### src/design/frame_interval_stutter_monitor_macros.svh
// Assertion helpers for the stutter monitor; clock aclk and reset aresetn in scope.
`ifndef FRAME_INTERVAL_STUTTER_MONITOR_MACROS_SVH
`define FRAME_INTERVAL_STUTTER_MONITOR_MACROS_SVH

// Same-cycle implication.
`define FISM_ASSERT_NOW(label, ante, cons, msg) \
    label: assert property (@(posedge aclk) disable iff (!aresetn) (ante) |-> (cons)) \
        else $error(msg);

// Next-cycle implication.
`define FISM_ASSERT_NEXT(label, ante, cons, msg) \
    label: assert property (@(posedge aclk) disable iff (!aresetn) (ante) |=> (cons)) \
        else $error(msg);

`endif

### src/design/fism_pkg.sv
`timescale 1ns / 1ps
`default_nettype none
package fism_pkg;

    localparam int WINDOW_DEF        = 120;
    localparam int INTERVAL_BITS_DEF = 24;
    localparam int STAMP_W           = 64;
    localparam int CMD_W             = 2;
    localparam int VAR_W             = 48;
    localparam int BOUND_W           = 24;
    localparam int FRAMES_W          = 7;
    localparam int TOTAL_W           = 16;
    localparam int CFG_IDX_W         = 3;
    localparam int CFG_DATA_W        = 48;

    localparam logic [VAR_W-1:0]   VAR_MAX   = {VAR_W{1'b1}};
    localparam logic [TOTAL_W-1:0] TOTAL_MAX = {TOTAL_W{1'b1}};

    localparam logic [CMD_W-1:0] CMD_PRESENT = 2'd0;
    localparam logic [CMD_W-1:0] CMD_ANALYZE = 2'd1;
    localparam logic [CMD_W-1:0] CMD_CLEAR   = 2'd2;

    localparam logic [CFG_IDX_W-1:0] CFG_MIN_INTERVAL   = 3'd0;
    localparam logic [CFG_IDX_W-1:0] CFG_MAX_INTERVAL   = 3'd1;
    localparam logic [CFG_IDX_W-1:0] CFG_MIN_FRAMES     = 3'd2;
    localparam logic [CFG_IDX_W-1:0] CFG_SPIKE_PERCENT  = 3'd3;
    localparam logic [CFG_IDX_W-1:0] CFG_VARIANCE_LIMIT = 3'd4;

    localparam logic [BOUND_W-1:0]  MIN_INTERVAL_RST   = 24'd1000;
    localparam logic [BOUND_W-1:0]  MAX_INTERVAL_RST   = 24'd10000000;
    localparam logic [FRAMES_W-1:0] MIN_FRAMES_RST     = 7'd60;
    localparam logic [FRAMES_W-1:0] SPIKE_PERCENT_RST  = 7'd5;
    localparam logic [VAR_W-1:0]    VARIANCE_LIMIT_RST = 48'd6400000000;

    typedef struct packed {
        logic [BOUND_W-1:0]  min_interval;
        logic [BOUND_W-1:0]  max_interval;
        logic [FRAMES_W-1:0] min_frames;
        logic [FRAMES_W-1:0] spike_percent;
        logic [VAR_W-1:0]    variance_limit;
    } fism_cfg_t;

    typedef enum logic [1:0] {
        PASS_SUM,
        PASS_SQ,
        PASS_SPIKE,
        PASS_RANK
    } fism_pass_t;

    typedef enum logic {
        DIV_MEAN,
        DIV_VAR
    } fism_div_sel_t;

    typedef enum logic [3:0] {
        ST_IDLE,
        ST_SUM_GO,
        ST_SUM_RUN,
        ST_MEAN_GO,
        ST_MEAN_WAIT,
        ST_SQ_GO,
        ST_SQ_RUN,
        ST_VAR_GO,
        ST_VAR_WAIT,
        ST_SPIKE_GO,
        ST_SPIKE_RUN,
        ST_RANK_GO,
        ST_RANK_RUN,
        ST_RANK_STEP,
        ST_FINISH
    } fism_state_t;

    typedef struct packed {
        logic          present_en;
        logic          clear_en;
        logic          analyze_init;
        logic          pass_start;
        fism_pass_t    pass_kind;
        logic          div_start;
        fism_div_sel_t div_sel;
        logic          rank_step;
        logic          out_load;
    } fism_cmd_t;

    typedef struct packed {
        logic pass_done;
        logic div_done;
        logic empty;
        logic last_bit;
        logic out_free;
    } fism_status_t;

endpackage
`default_nettype wire

### src/design/fism_ctrl.sv
`timescale 1ns / 1ps
`default_nettype none
module fism_ctrl (
    input  logic                         aclk,
    input  logic                         aresetn,
    input  logic                         s_valid,
    output logic                         s_ready,
    input  logic [fism_pkg::CMD_W-1:0]   s_command,
    input  fism_pkg::fism_status_t       status,
    output fism_pkg::fism_cmd_t          cmd
);
    import fism_pkg::*;

    fism_state_t state_reg, state_next;

    always_comb begin
        state_next = state_reg;
        case (state_reg)
            ST_IDLE: begin
                if (s_valid && s_command == CMD_ANALYZE) begin
                    state_next = status.empty ? ST_FINISH : ST_SUM_GO;
                end
            end
            ST_SUM_GO:    state_next = ST_SUM_RUN;
            ST_SUM_RUN:   if (status.pass_done) state_next = ST_MEAN_GO;
            ST_MEAN_GO:   state_next = ST_MEAN_WAIT;
            ST_MEAN_WAIT: if (status.div_done) state_next = ST_SQ_GO;
            ST_SQ_GO:     state_next = ST_SQ_RUN;
            ST_SQ_RUN:    if (status.pass_done) state_next = ST_VAR_GO;
            ST_VAR_GO:    state_next = ST_VAR_WAIT;
            ST_VAR_WAIT:  if (status.div_done) state_next = ST_SPIKE_GO;
            ST_SPIKE_GO:  state_next = ST_SPIKE_RUN;
            ST_SPIKE_RUN: if (status.pass_done) state_next = ST_RANK_GO;
            ST_RANK_GO:   state_next = ST_RANK_RUN;
            ST_RANK_RUN:  if (status.pass_done) state_next = ST_RANK_STEP;
            ST_RANK_STEP: state_next = status.last_bit ? ST_FINISH : ST_RANK_GO;
            ST_FINISH:    if (status.out_free) state_next = ST_IDLE;
            default:      state_next = ST_IDLE;
        endcase
    end

    always_comb begin
        s_ready          = 1'b0;
        cmd              = '0;
        cmd.pass_kind    = PASS_SUM;
        cmd.div_sel      = DIV_MEAN;
        case (state_reg)
            ST_IDLE: begin
                s_ready          = 1'b1;
                cmd.present_en   = s_valid && s_command == CMD_PRESENT;
                cmd.clear_en     = s_valid && s_command == CMD_CLEAR;
                cmd.analyze_init = s_valid && s_command == CMD_ANALYZE;
            end
            ST_SUM_GO: begin
                cmd.pass_start = 1'b1;
                cmd.pass_kind  = PASS_SUM;
            end
            ST_MEAN_GO: begin
                cmd.div_start = 1'b1;
                cmd.div_sel   = DIV_MEAN;
            end
            ST_SQ_GO: begin
                cmd.pass_start = 1'b1;
                cmd.pass_kind  = PASS_SQ;
            end
            ST_VAR_GO: begin
                cmd.div_start = 1'b1;
                cmd.div_sel   = DIV_VAR;
            end
            ST_SPIKE_GO: begin
                cmd.pass_start = 1'b1;
                cmd.pass_kind  = PASS_SPIKE;
            end
            ST_RANK_GO: begin
                cmd.pass_start = 1'b1;
                cmd.pass_kind  = PASS_RANK;
            end
            ST_RANK_STEP: cmd.rank_step = 1'b1;
            ST_FINISH:    cmd.out_load  = status.out_free;
            default: begin
                s_ready = 1'b0;
            end
        endcase
    end

    always_ff @(posedge aclk) begin
        if (!aresetn) begin
            state_reg <= ST_IDLE;
        end else begin
            state_reg <= state_next;
        end
    end

endmodule
`default_nettype wire

### config.mk
export PLATFORM = sky130hd
export DESIGN_NAME = fism_ctrl
export DESIGN_NICKNAME = d
export VERILOG_FILES = /design/src/design/frame_interval_stutter_monitor_macros.svh /design/src/design/fism_pkg.sv /design/src/design/fism_ctrl.sv
export SDC_FILE = /design/constraint.sdc
export NUM_CORES = 1
export LEC_CHECK = 0
export BUFFER_PORTS_ARGS = -buffer_cell sky130_fd_sc_hd__buf_2
export CAP_MARGIN = 20
export CELL_PAD_IN_SITES_DETAIL_PLACEMENT = 0
export CELL_PAD_IN_SITES_GLOBAL_PLACEMENT = 1
export CORE_UTILIZATION = 32
export CTS_CLUSTER_SIZE = 12
export DETAILED_ROUTE_END_ITERATION = 7
export HOLD_SLACK_MARGIN = 0.15
export PLACE_DENSITY = 0.78
export SYNTH_ARGS = -nofsm -noshare
export SYNTH_HDL_FRONTEND = slang
export SYNTH_SLANG_ARGS = --single-unit
### constraint.sdc
create_clock -name aclk -period 1.7 [get_ports aclk]
set_clock_uncertainty 0.05 [all_clocks]
set_input_delay 0.34 -clock aclk [delete_from_list [all_inputs] [get_ports aclk]]
set_output_delay 0.34 -clock aclk [all_outputs]
set_load 0.02 [all_outputs]
==> results of run 1 <==
==> critical path, cell delays in order, from the launching register on <==
cell and delay, ps:
dfxtp_4 340, nor4_4 320, nor4bb_2 250, buf_2 200
==> path summary, 6_finish.rpt <==
kind / startpoint / endpoint / slack [ps] / cells after the start
worst min-delay path: aresetn / state_reg[1] / 300 / 2
worst min register to register: state_reg[3] / state_reg[3] / 680 / 3
worst max register to register: state_reg[1] / state_reg[2] / 40 / 5
worst max-delay path: state_reg[1] / cmd[9] / -30 / 3
==> metrics by stage <==
| step | instances | utilization [%] | TNS, ps | hold slack, ps | cell area, um2 |
|---|---|---|---|---|---|
| after global placement | 102 | 42.8 | 0 | 557 | 637 |
| after detailed placement | 102 | 42.8 | 0 | 558 | 637 |
| after floorplan | 64 | - | -84.0 | 421 | 520 |
| after global routing | 110 | 49.9 | -124 | 306 | 743 |
| final | 110 | 49.9 | -34.2 | 300 | 743 |
| after CTS | 109 | 47.5 | -75.1 | 297 | 707 |
==> Yosys cell counts, types with 2 or more instances <==
cell,number
a211oi_1,2
a21oi_1,5
nor3_1,3
nand2_1,4
o311a_1,2
o21ai_0,6
nor2_1,3
dfxtp_1,4
buf_6,5
nand3b_1,2
inv_1,4
nand2b_1,3
==> cell type report <==
cell class	count	area, um2
Fill cell	164	746
Multi-Input combinational cell	51	390
Timing Repair Buffer	32	205
Sequential cell	4	90.1
Clock buffer	3	22.5
Tap cell	16	20.0
Inverter	4	15.0
==> logic make-up after synthesis <==
family	after synthesis	share of synthesized area, %
xor gates and xnor gates	1	1.72
DFF	4	15.8
muxes	1	1.97
AOI/OAI and AO/OA	20	26.4
buffers and inverters	9	14.0
and+or+nand+nor	29	40.2
==> per-layer routing <==
layer	vias up	wire length, um	track usage, %
met1	267	565	21.5
met2	19	667	25.9
met5	-	0	0
met4	0	17	9.68
met3	2	66	1.30
li1	296	-	-
==> power groups by stage <==
| stage | combinational [uW] | clock (uW) | sequential (uW) |
|---|---|---|---|
| floorplan | 668 | 0 | 191 |
| global placement | 764 | 0 | 253 |
| detailed placement | 765 | 0 | 254 |
| CTS | 886 | 124 | 233 |
| global route | 1080 | 128 | 245 |
| finish | 986 | 121 | 237 |
==> what timing repair did <==
item | 4_1_cts | 5_1_grt
pin swaps | 2 | 1
buffers inserted | 4 | 1
gates resized for setup | 10 | 8
setup endpoints to repair | 9 | 8
==> metrics.cfg, run 1 <==
[run_status]
outcome = finished, violations left
violations = setup timing

[logic_synthesis]
async_flop_share_pct = 0
synth_warnings = 0
synth_top_area_cell = dfxtp_1
synth-edff-count = 0
synth_flop_cell = dfxtp_1
synth.distinct_cells = 33
synth_area_um2 = 508
ys_seq_area_share_pct = 15.8
syn_nets = 74
yosysTopAreaCellShare_pct = 15.8
synth_area_leaders = dfxtp_1, buf_6, o21ai_0
avgSynthCellArea_um2 = 7.94
ys_seq_elements = 4
netlist_instances = 64

[timing]
slew_violations = 0
tightest_slew_ps = 260
timing.final.ws_setup_ps = -34.2
finalHoldViolations = 0
slew_headroom_pct = 82.5
fmax_mhz = 577
setup_violations = 1
fin_crit_sh_pct = 102
rsz0062_at_grt = yes
min_period_ps = 1730

[critical_path]
critPathArrivalTime_ps = 1340
worstPathRequired_ps = 1310
worstPathMaxFanout = 3
worst_setup_path_end_kind = output pin
crit_path_start_kind = register
criticalPathCategory = reg -> out

[placed_design]
io_buffers = 20
gp_congestion = 0.779
place_ws_ps = 53.7
dp_hpwl_um = 947

[grt]
grt_max_degree = 12
overflow = 0
grt_pass1_wl_um = 2230
antenna_found_initial = 0
first_global_vias = 540
track_usage_pct = 16.4

[clock_tree]
hold_buffers = 0
clock_sinks = 4
max-clock-path-buffers = 2
root_buffer = clkbuf_4
numCtsBuffers = 3
cts_tree = yes
path_clk_slew_ps = 40
h-tree-depth = 1
clock_latency_ps = 240

[die]
rows = 14
ios = 21
die_h_um = 41.8
die-area_mm2 = 0.00175
die_w_um = 41.8
initial_core_util_pct = 34.1
core_area_mm2 = 0.00149

[drt]
routedWlPerCell_um = 12.0
antenna_left = 0
vias_per_cell = 5.31
wl_um = 1320
first_pass_iters = 4
drc_errors = 0
drt_iter0_markers = 9
vias = 584

[final_layout]
fin_nets = 106
largest_register_ffs = 4
area.growth.synth_to_final_pct = 46.3
layout_commonest_cell = buf_2
layout_common_cells = buf_2, buf_4, o21ai_0, a21oi_1, nand2_1
diodes = 0
drive_gt1_share_pct = 57.4

[flow_run]
maxCapViolations = 0

[power_and_ir_drop]
finalPower_uw = 1340
power_frac_comb_pct = 73.4
internal-power_uw = 742
cellPowerDensity_mw_per_mm2 = 1810
p_sw_uw = 602
pwr-share-seq_pct = 17.7
p_sw_share_pct = 44.8
power.leakage_uw = 0.000367
clkPwrFrac_pct = 9.0
max-vdd-ir-drop_uv = 815

[worst_hold_path]
hp-class = in -> reg

Note: power is estimated with default switching activity, not from simulation.
==> inputs of run 2 (changes only) <==
==> constraint.sdc (replaced) <==
create_clock -name aclk -period 1.7 [get_ports aclk]
set_clock_uncertainty 0.05 [all_clocks]
set_input_delay 0 -clock aclk [delete_from_list [all_inputs] [get_ports aclk]]
set_output_delay 0 -clock aclk [all_outputs]
set_load 0.02 [all_outputs]
==> run 2 against run 1 <==
The flow now finishes without violations. Non-clock buffer count shrank 4. First-iteration DRC count up 11%. Critical path depth unchanged. Sequential power grew 13%. Global-route usage down 2.4 points. Setup slack improved by 190 ps. Core utilization shrank 5.3 points. Register-to-register slack gained 150 ps. Hold slack got worse by 100 ps. Clock power hardly changed. Wire length is 10% lower. Sequential cell count is the same.
==> metrics.cfg, run 2 (synthesized netlist as in run 1, its figures left out) <==
[run_status]
outcome = complete, no violations

[critical_path]
worst_setup_path_end_kind = output pin
worstPathRequired_ps = 1650  ; +340 ps
crit_path_start_kind = register
rrSetupSlack_ps = 190  ; +150 ps
reg2reg_from = state_reg[2]
worstPathMaxFanout = 9  ; +6
critPathArrivalTime_ps = 1500  ; +160 ps
worstPathCellList = nor4_4, nor4bb_1, buf_2
crit_slowest_cell = dfxtp_1
criticalPathCategory = reg -> out
worstRegToRegCells = 4  ; -1
slowest_delay_ps = 430  ; +90 ps
cp_top_family = simple AND/OR/NAND/NOR gates
r2r_end = state_reg[2]
timing.critical_path.buf_inv = 1  ; unchanged

[grt]
antenna_found_initial = 0  ; unchanged
overflow = 0  ; unchanged
first_global_vias = 475  ; -12%
grt_pass1_wl_um = 1930  ; -14%
track_usage_pct = 14.0  ; -2.4 points
grt_max_degree = 15  ; +3

[worst_hold_path]
hp-class = in -> reg
hold_depth = 4  ; +2
min_to = state_reg[0]
min_from = status[4]

[final_layout]
fin_nets = 102  ; -3.8%
drive_gt1_share_pct = 42.2  ; -15 points
largest_register_ffs = 4  ; unchanged
diodes = 0  ; unchanged
fin_area_um2 = 664  ; -11%
fill_cells = 155  ; -5.5%
layout_common_cells = buf_2, o21ai_0, a21oi_1, buf_4
multi_input_area_um2 = 357  ; -8.7%
final-seq-area_um2 = 82.6  ; -8.3%
final_util_pct = 44.6  ; -5.3 points
area.growth.synth_to_final_pct = 30.8
layout_commonest_cell = buf_2

[die]
ios = 21  ; unchanged
initial_core_util_pct = 34.1  ; unchanged
core_area_mm2 = 0.00149  ; unchanged
rows = 14  ; unchanged
die_w_um = 41.8  ; unchanged
die-area_mm2 = 0.00175  ; unchanged
die_h_um = 41.8  ; unchanged

[power_and_ir_drop]
cellPowerDensity_mw_per_mm2 = 1660  ; -8.3%
max-vdd-ir-drop_uv = 688  ; -16%
power.leakage_uw = 0.000333  ; -9.3%
finalPower_uw = 1100  ; -18%

[drt]
vias = 552  ; -5.5%
vias_per_cell = 5.21  ; -1.9%
first_pass_iters = 5  ; +1
wl_um = 1180  ; -10%
drt_iter0_markers = 10  ; +1
antenna_left = 0  ; unchanged
drc_errors = 0  ; unchanged
routedWlPerCell_um = 11.1  ; -6.9%

[timing]
finalHoldViolations = 0  ; unchanged
fin_crit_sh_pct = 91.1  ; -11 points
rsz0062_at_grt = no
setup_violations = 0  ; -1
fmax_mhz = 646  ; +12%
slew_headroom_pct = 71.1  ; -11 points
tightest_slew_ps = 433  ; +173 ps
timing.final.ws_setup_ps = 152  ; +186 ps
fin_setup_tns_ps = 0  ; +34.2 ps
slew_violations = 0  ; unchanged
min_period_ps = 1550  ; -186 ps

[placed_design]
place_ws_ps = 112  ; +58.7 ps
gp_congestion = 0.776  ; -0.40%
io_buffers = 20  ; unchanged
placed_area_um2 = 609  ; -4.3%
dp_hpwl_um = 876  ; -7.5%

[clock_tree]
path_clk_slew_ps = 40  ; about the same
h-tree-depth = 1  ; unchanged
clock_latency_ps = 240  ; about the same
max-clock-path-buffers = 2  ; unchanged
cts_tree = yes
postCtsSetupBuffers = 0  ; -4
numCtsBuffers = 3  ; unchanged
clock_sinks = 4  ; unchanged
root_buffer = clkbuf_4

[flow_run]
maxCapViolations = 0  ; unchanged

[run 2: cell count changes in the layout (fill, tap and decap cells not counted), moves of 2 or more]
cell           previous run  this run
buf_4                    13         5
buf_2                    17        20
dfxtp_1                   0         2
buf_6                     2         0
dfxtp_4                   2         0
dlygate4sd3_1             0         3
[run 2: stage by stage]
step,instances,hold WS [ps]
finish,106,198
global route,106,217
CTS,106,188
floorplan,64,34.8
global placement,100,217
detailed placement,100,217
[run 2: how the worst max path moves through the flow]
stage | startpoint | end | slack (ps) | depth (start not counted)
after global routing | state_reg[2] | cmd[9] | 20 | 3
after CTS | state_reg[3] | cmd[9] | 110 | 3
final | state_reg[2] | cmd[9] | 150 | 3
after global placement | state_reg[3] | state_reg[2] | 120 | 3
after floorplan | state_reg[3] | cmd[9] | 90 | 2
after detailed placement | state_reg[3] | state_reg[2] | 110 | 3
[run 2: cell type report]
type | instances | share of cell area [%]
Multi-Input combinational cell | 51 | 53.7
Timing Repair Buffer | 28 | 25.2
Sequential cell | 4 | 12.4
Clock buffer | 3 | 3.39
Tap cell | 16 | 3.01
Inverter | 4 | 2.26
[run 2: per-layer routing]
| layer | GRT usage, % | wire length (um) |
|---|---|---|
| met2 | 23.8 | 551 |
| met4 | 7.74 | 7 |
| met5 | 0 | 0 |
| met1 | 16.8 | 563 |
| met3 | 1.74 | 59 |
[run 2: repair_timing]
item	in CTS	in global routing
hold buffers	3	0
endpoints found under the hold margin	4	0
resized for setup	0	2
endpoints found under the setup margin	0	2
[run 2: report_power, final]
group	total, uW	switching [uW]	leakage, uW	internal (uW)
Combinational	714	369	0.000285	345
Clock	121	41.7	0.0000138	79.2
Sequential	267	126	0.0000337	141
[run 2: worst reg2reg max path: stages, from the launching register on]
cell     delay (ps)
dfxtp_1         430
nor4_4          400
a22o_2          270
o21ai_0         110
o311a_1         130
==> inputs of run 3 (changes only) <==
--- a/config.mk
+++ b/config.mk
@@ -9,10 +9,10 @@
 export CAP_MARGIN = 20
 export CELL_PAD_IN_SITES_DETAIL_PLACEMENT = 0
 export CELL_PAD_IN_SITES_GLOBAL_PLACEMENT = 1
+export CORE_MARGIN = 2
 export CORE_UTILIZATION = 32
 export CTS_CLUSTER_SIZE = 12
 export DETAILED_ROUTE_END_ITERATION = 7
-export HOLD_SLACK_MARGIN = 0.15
 export PLACE_DENSITY = 0.78
 export SYNTH_ARGS = -nofsm -noshare
 export SYNTH_HDL_FRONTEND = slang
==> run 3 against run 2 <==
Power fell by 1.6%. Clock power rose by 5%. Via count fell by 3.1%. Critical path depth rose by 1. Core utilization down 2.3 points. First-iteration DRC count decreased by 10%. Non-clock buffer count decreased by 4. Sequential share of layout area is 0.86 points higher. Die area increased by 9.8%. Highest routed layer unchanged. Sequential power is 3% higher. Final cell count shrank 3.8%. Maximum frequency decreased by 2.3%. Critical path type unchanged.
==> metrics.cfg, run 3 (synthesized netlist as in run 1, its figures left out) <==
[worst_hold_path]
min_from = status[1]
hp-class = in -> reg

[critical_path]
crit_slowest_cell = nor4_4
criticalPathCategory = reg -> out
slowest_delay_ps = 350  ; -80 ps
worstPathRequired_ps = 1650  ; about the same
crit_path_start_kind = register
worstPathMaxFanout = 7  ; -2
cp_top_family = simple AND/OR/NAND/NOR gates
critPathArrivalTime_ps = 1530  ; +30 ps
worst_setup_path_end_kind = output pin
timing.critical_path.buf_inv = 2  ; +1
worstPathCellList = buf_4, nor4_4, nor4bb_1, buf_2
reg2reg_from = state_reg[0]
crit_start = state_reg[0]

[drt]
first_pass_iters = 4  ; -1
drc_errors = 0  ; unchanged
routedWlPerCell_um = 11.9  ; +6.4%
wl_um = 1210  ; +2.4%
vias_per_cell = 5.25  ; +0.72%
vias = 535  ; -3.1%
antenna_left = 0  ; unchanged
drt_iter0_markers = 9  ; -1

[timing]
slew_headroom_pct = 79.7  ; +8.7 points
fin_crit_sh_pct = 93.2  ; +2.1 points
slew_violations = 0  ; unchanged
fmax_mhz = 631  ; -2.3%
rsz0062_at_grt = no
min_period_ps = 1580  ; +35.7 ps
fin_setup_tns_ps = 0  ; unchanged
tightest_slew_ps = 304  ; -129 ps
setup_violations = 0  ; unchanged
finalHoldViolations = 0  ; unchanged

[clock_tree]
h-tree-depth = 1  ; unchanged
max-clock-path-buffers = 2  ; unchanged
numCtsBuffers = 3  ; unchanged
clock_sinks = 4  ; unchanged
postCtsSetupBuffers = 0  ; unchanged
path_clk_slew_ps = 40  ; about the same
cts_tree = yes
clock_latency_ps = 250  ; about the same
root_buffer = clkbuf_4

[final_layout]
layout_common_cells = buf_2, o21ai_0, a21oi_1, inv_1, nand2_1
diodes = 0  ; unchanged
layout_commonest_cell = buf_2
final_util_pct = 42.4  ; -2.3 points
area.growth.synth_to_final_pct = 24.1
fin_nets = 98  ; -3.9%
largest_register_ffs = 4  ; unchanged
fill_cells = 152  ; -1.9%
drive_gt1_share_pct = 43.0  ; +0.80 points

[power_and_ir_drop]
clkPwrFrac_pct = 11.7  ; +0.7 points
power_frac_comb_pct = 63.0  ; -1.8 points
pwr-share-seq_pct = 25.3  ; +1.1 points
internal-power_uw = 545  ; -3.5%
p_sw_uw = 539  ; +0.39%
p_sw_share_pct = 49.7  ; +1.0 points
power.leakage_uw = 0.000315  ; -5.3%
cellPowerDensity_mw_per_mm2 = 1720  ; +3.6%
max-vdd-ir-drop_uv = 472  ; -31%

[die]
die_w_um = 43.8  ; +4.8%
die_h_um = 43.8  ; +4.8%
ios = 21  ; unchanged
initial_core_util_pct = 34.1  ; unchanged
core_area_mm2 = 0.00149  ; unchanged
die-area_mm2 = 0.00192  ; +9.8%
rows = 14  ; unchanged

[placed_design]
io_buffers = 20  ; unchanged
dp_hpwl_um = 910  ; +3.8%
gp_congestion = 0.758  ; -2.2%

[grt]
antenna_found_initial = 0  ; unchanged
grt_max_degree = 15  ; unchanged
first_global_vias = 437  ; -8.0%
grt_pass1_wl_um = 1870  ; -2.9%
overflow = 0  ; unchanged
track_usage_pct = 13.5  ; -0.48 points

[run_status]
outcome = complete, no violations

[flow_run]
maxCapViolations = 0  ; unchanged

[run 3: changes by cell type in the layout (fill, tap and decap cells not counted)]
cell | previous run | this run
buf_4 | 5 | 3
dfxtp_1 | 2 | 1
dfxtp_2 | 2 | 3
dlygate4sd3_1 | 3 | 1
[run 3: through the flow]
step                power [uW]  cell area [um2]  hold slack, ps  instances  worst slack (ps)
global placement           956              594             219         98              99.1
detailed placement         949              594             224         98              55.6
floorplan                  848              508            34.8         64              86.1
finish                    1080              631            96.2        102               116
global route              1160              631             140        102              36.4
CTS                       1080              627            96.9        102              35.9
[run 3: final cells by class]
type / count / area, um2 / share of cell area (%)
multi-input cells: 51 / 357 / 56.5
well taps: 16 / 20.0 / 3.17
repair buffers: 24 / 133 / 21.0
flip-flops and latches: 4 / 83.8 / 13.3
clock buffers: 3 / 22.5 / 3.57
inverters: 4 / 15.0 / 2.38
[run 3: routing by layer]
layer  wire length [um]  part of all wire (%)  GRT usage [%]  vias up
li1                   -                     -              -      279
met1                549                    45           17.0      240
met2                578                    48           20.6       14
met3                 55                   4.5           1.25        2
met4                 27                   2.2           10.9        0
met5                  0                     0              0        -
[run 3: worst paths after layout]
check	to	slack, ps	cells past startpoint
min	state_reg[0]	100	5
min reg2reg	state_reg[3]	560	2
max	cmd[9]	120	4
max reg2reg	state_reg[1]	220	5
[run 3: worst min-delay path, delay by kind of cell]
kind                   cells  cell delay, ps
AND/OR/NAND/NOR            2             140
AO/OA/AOI/OAI              2             120
buffers and inverters      1              80
[run 3: timing repair]
action / in CTS / in global routing
hold buffers: 1 / 0
endpoints found under the hold margin: 3 / 0
resized for setup: 0 / 3
setup endpoints to repair: 0 / 3
[run 3: power groups by stage]
stage	Clock (uW)	Sequential (uW)	Combinational [uW]
4_1_cts	132	266	686
3_5_place_dp	0	268	682
5_1_grt	133	291	740
2_1_floorplan	0	191	657
3_3_place_gp	0	269	686
6_report	127	274	683
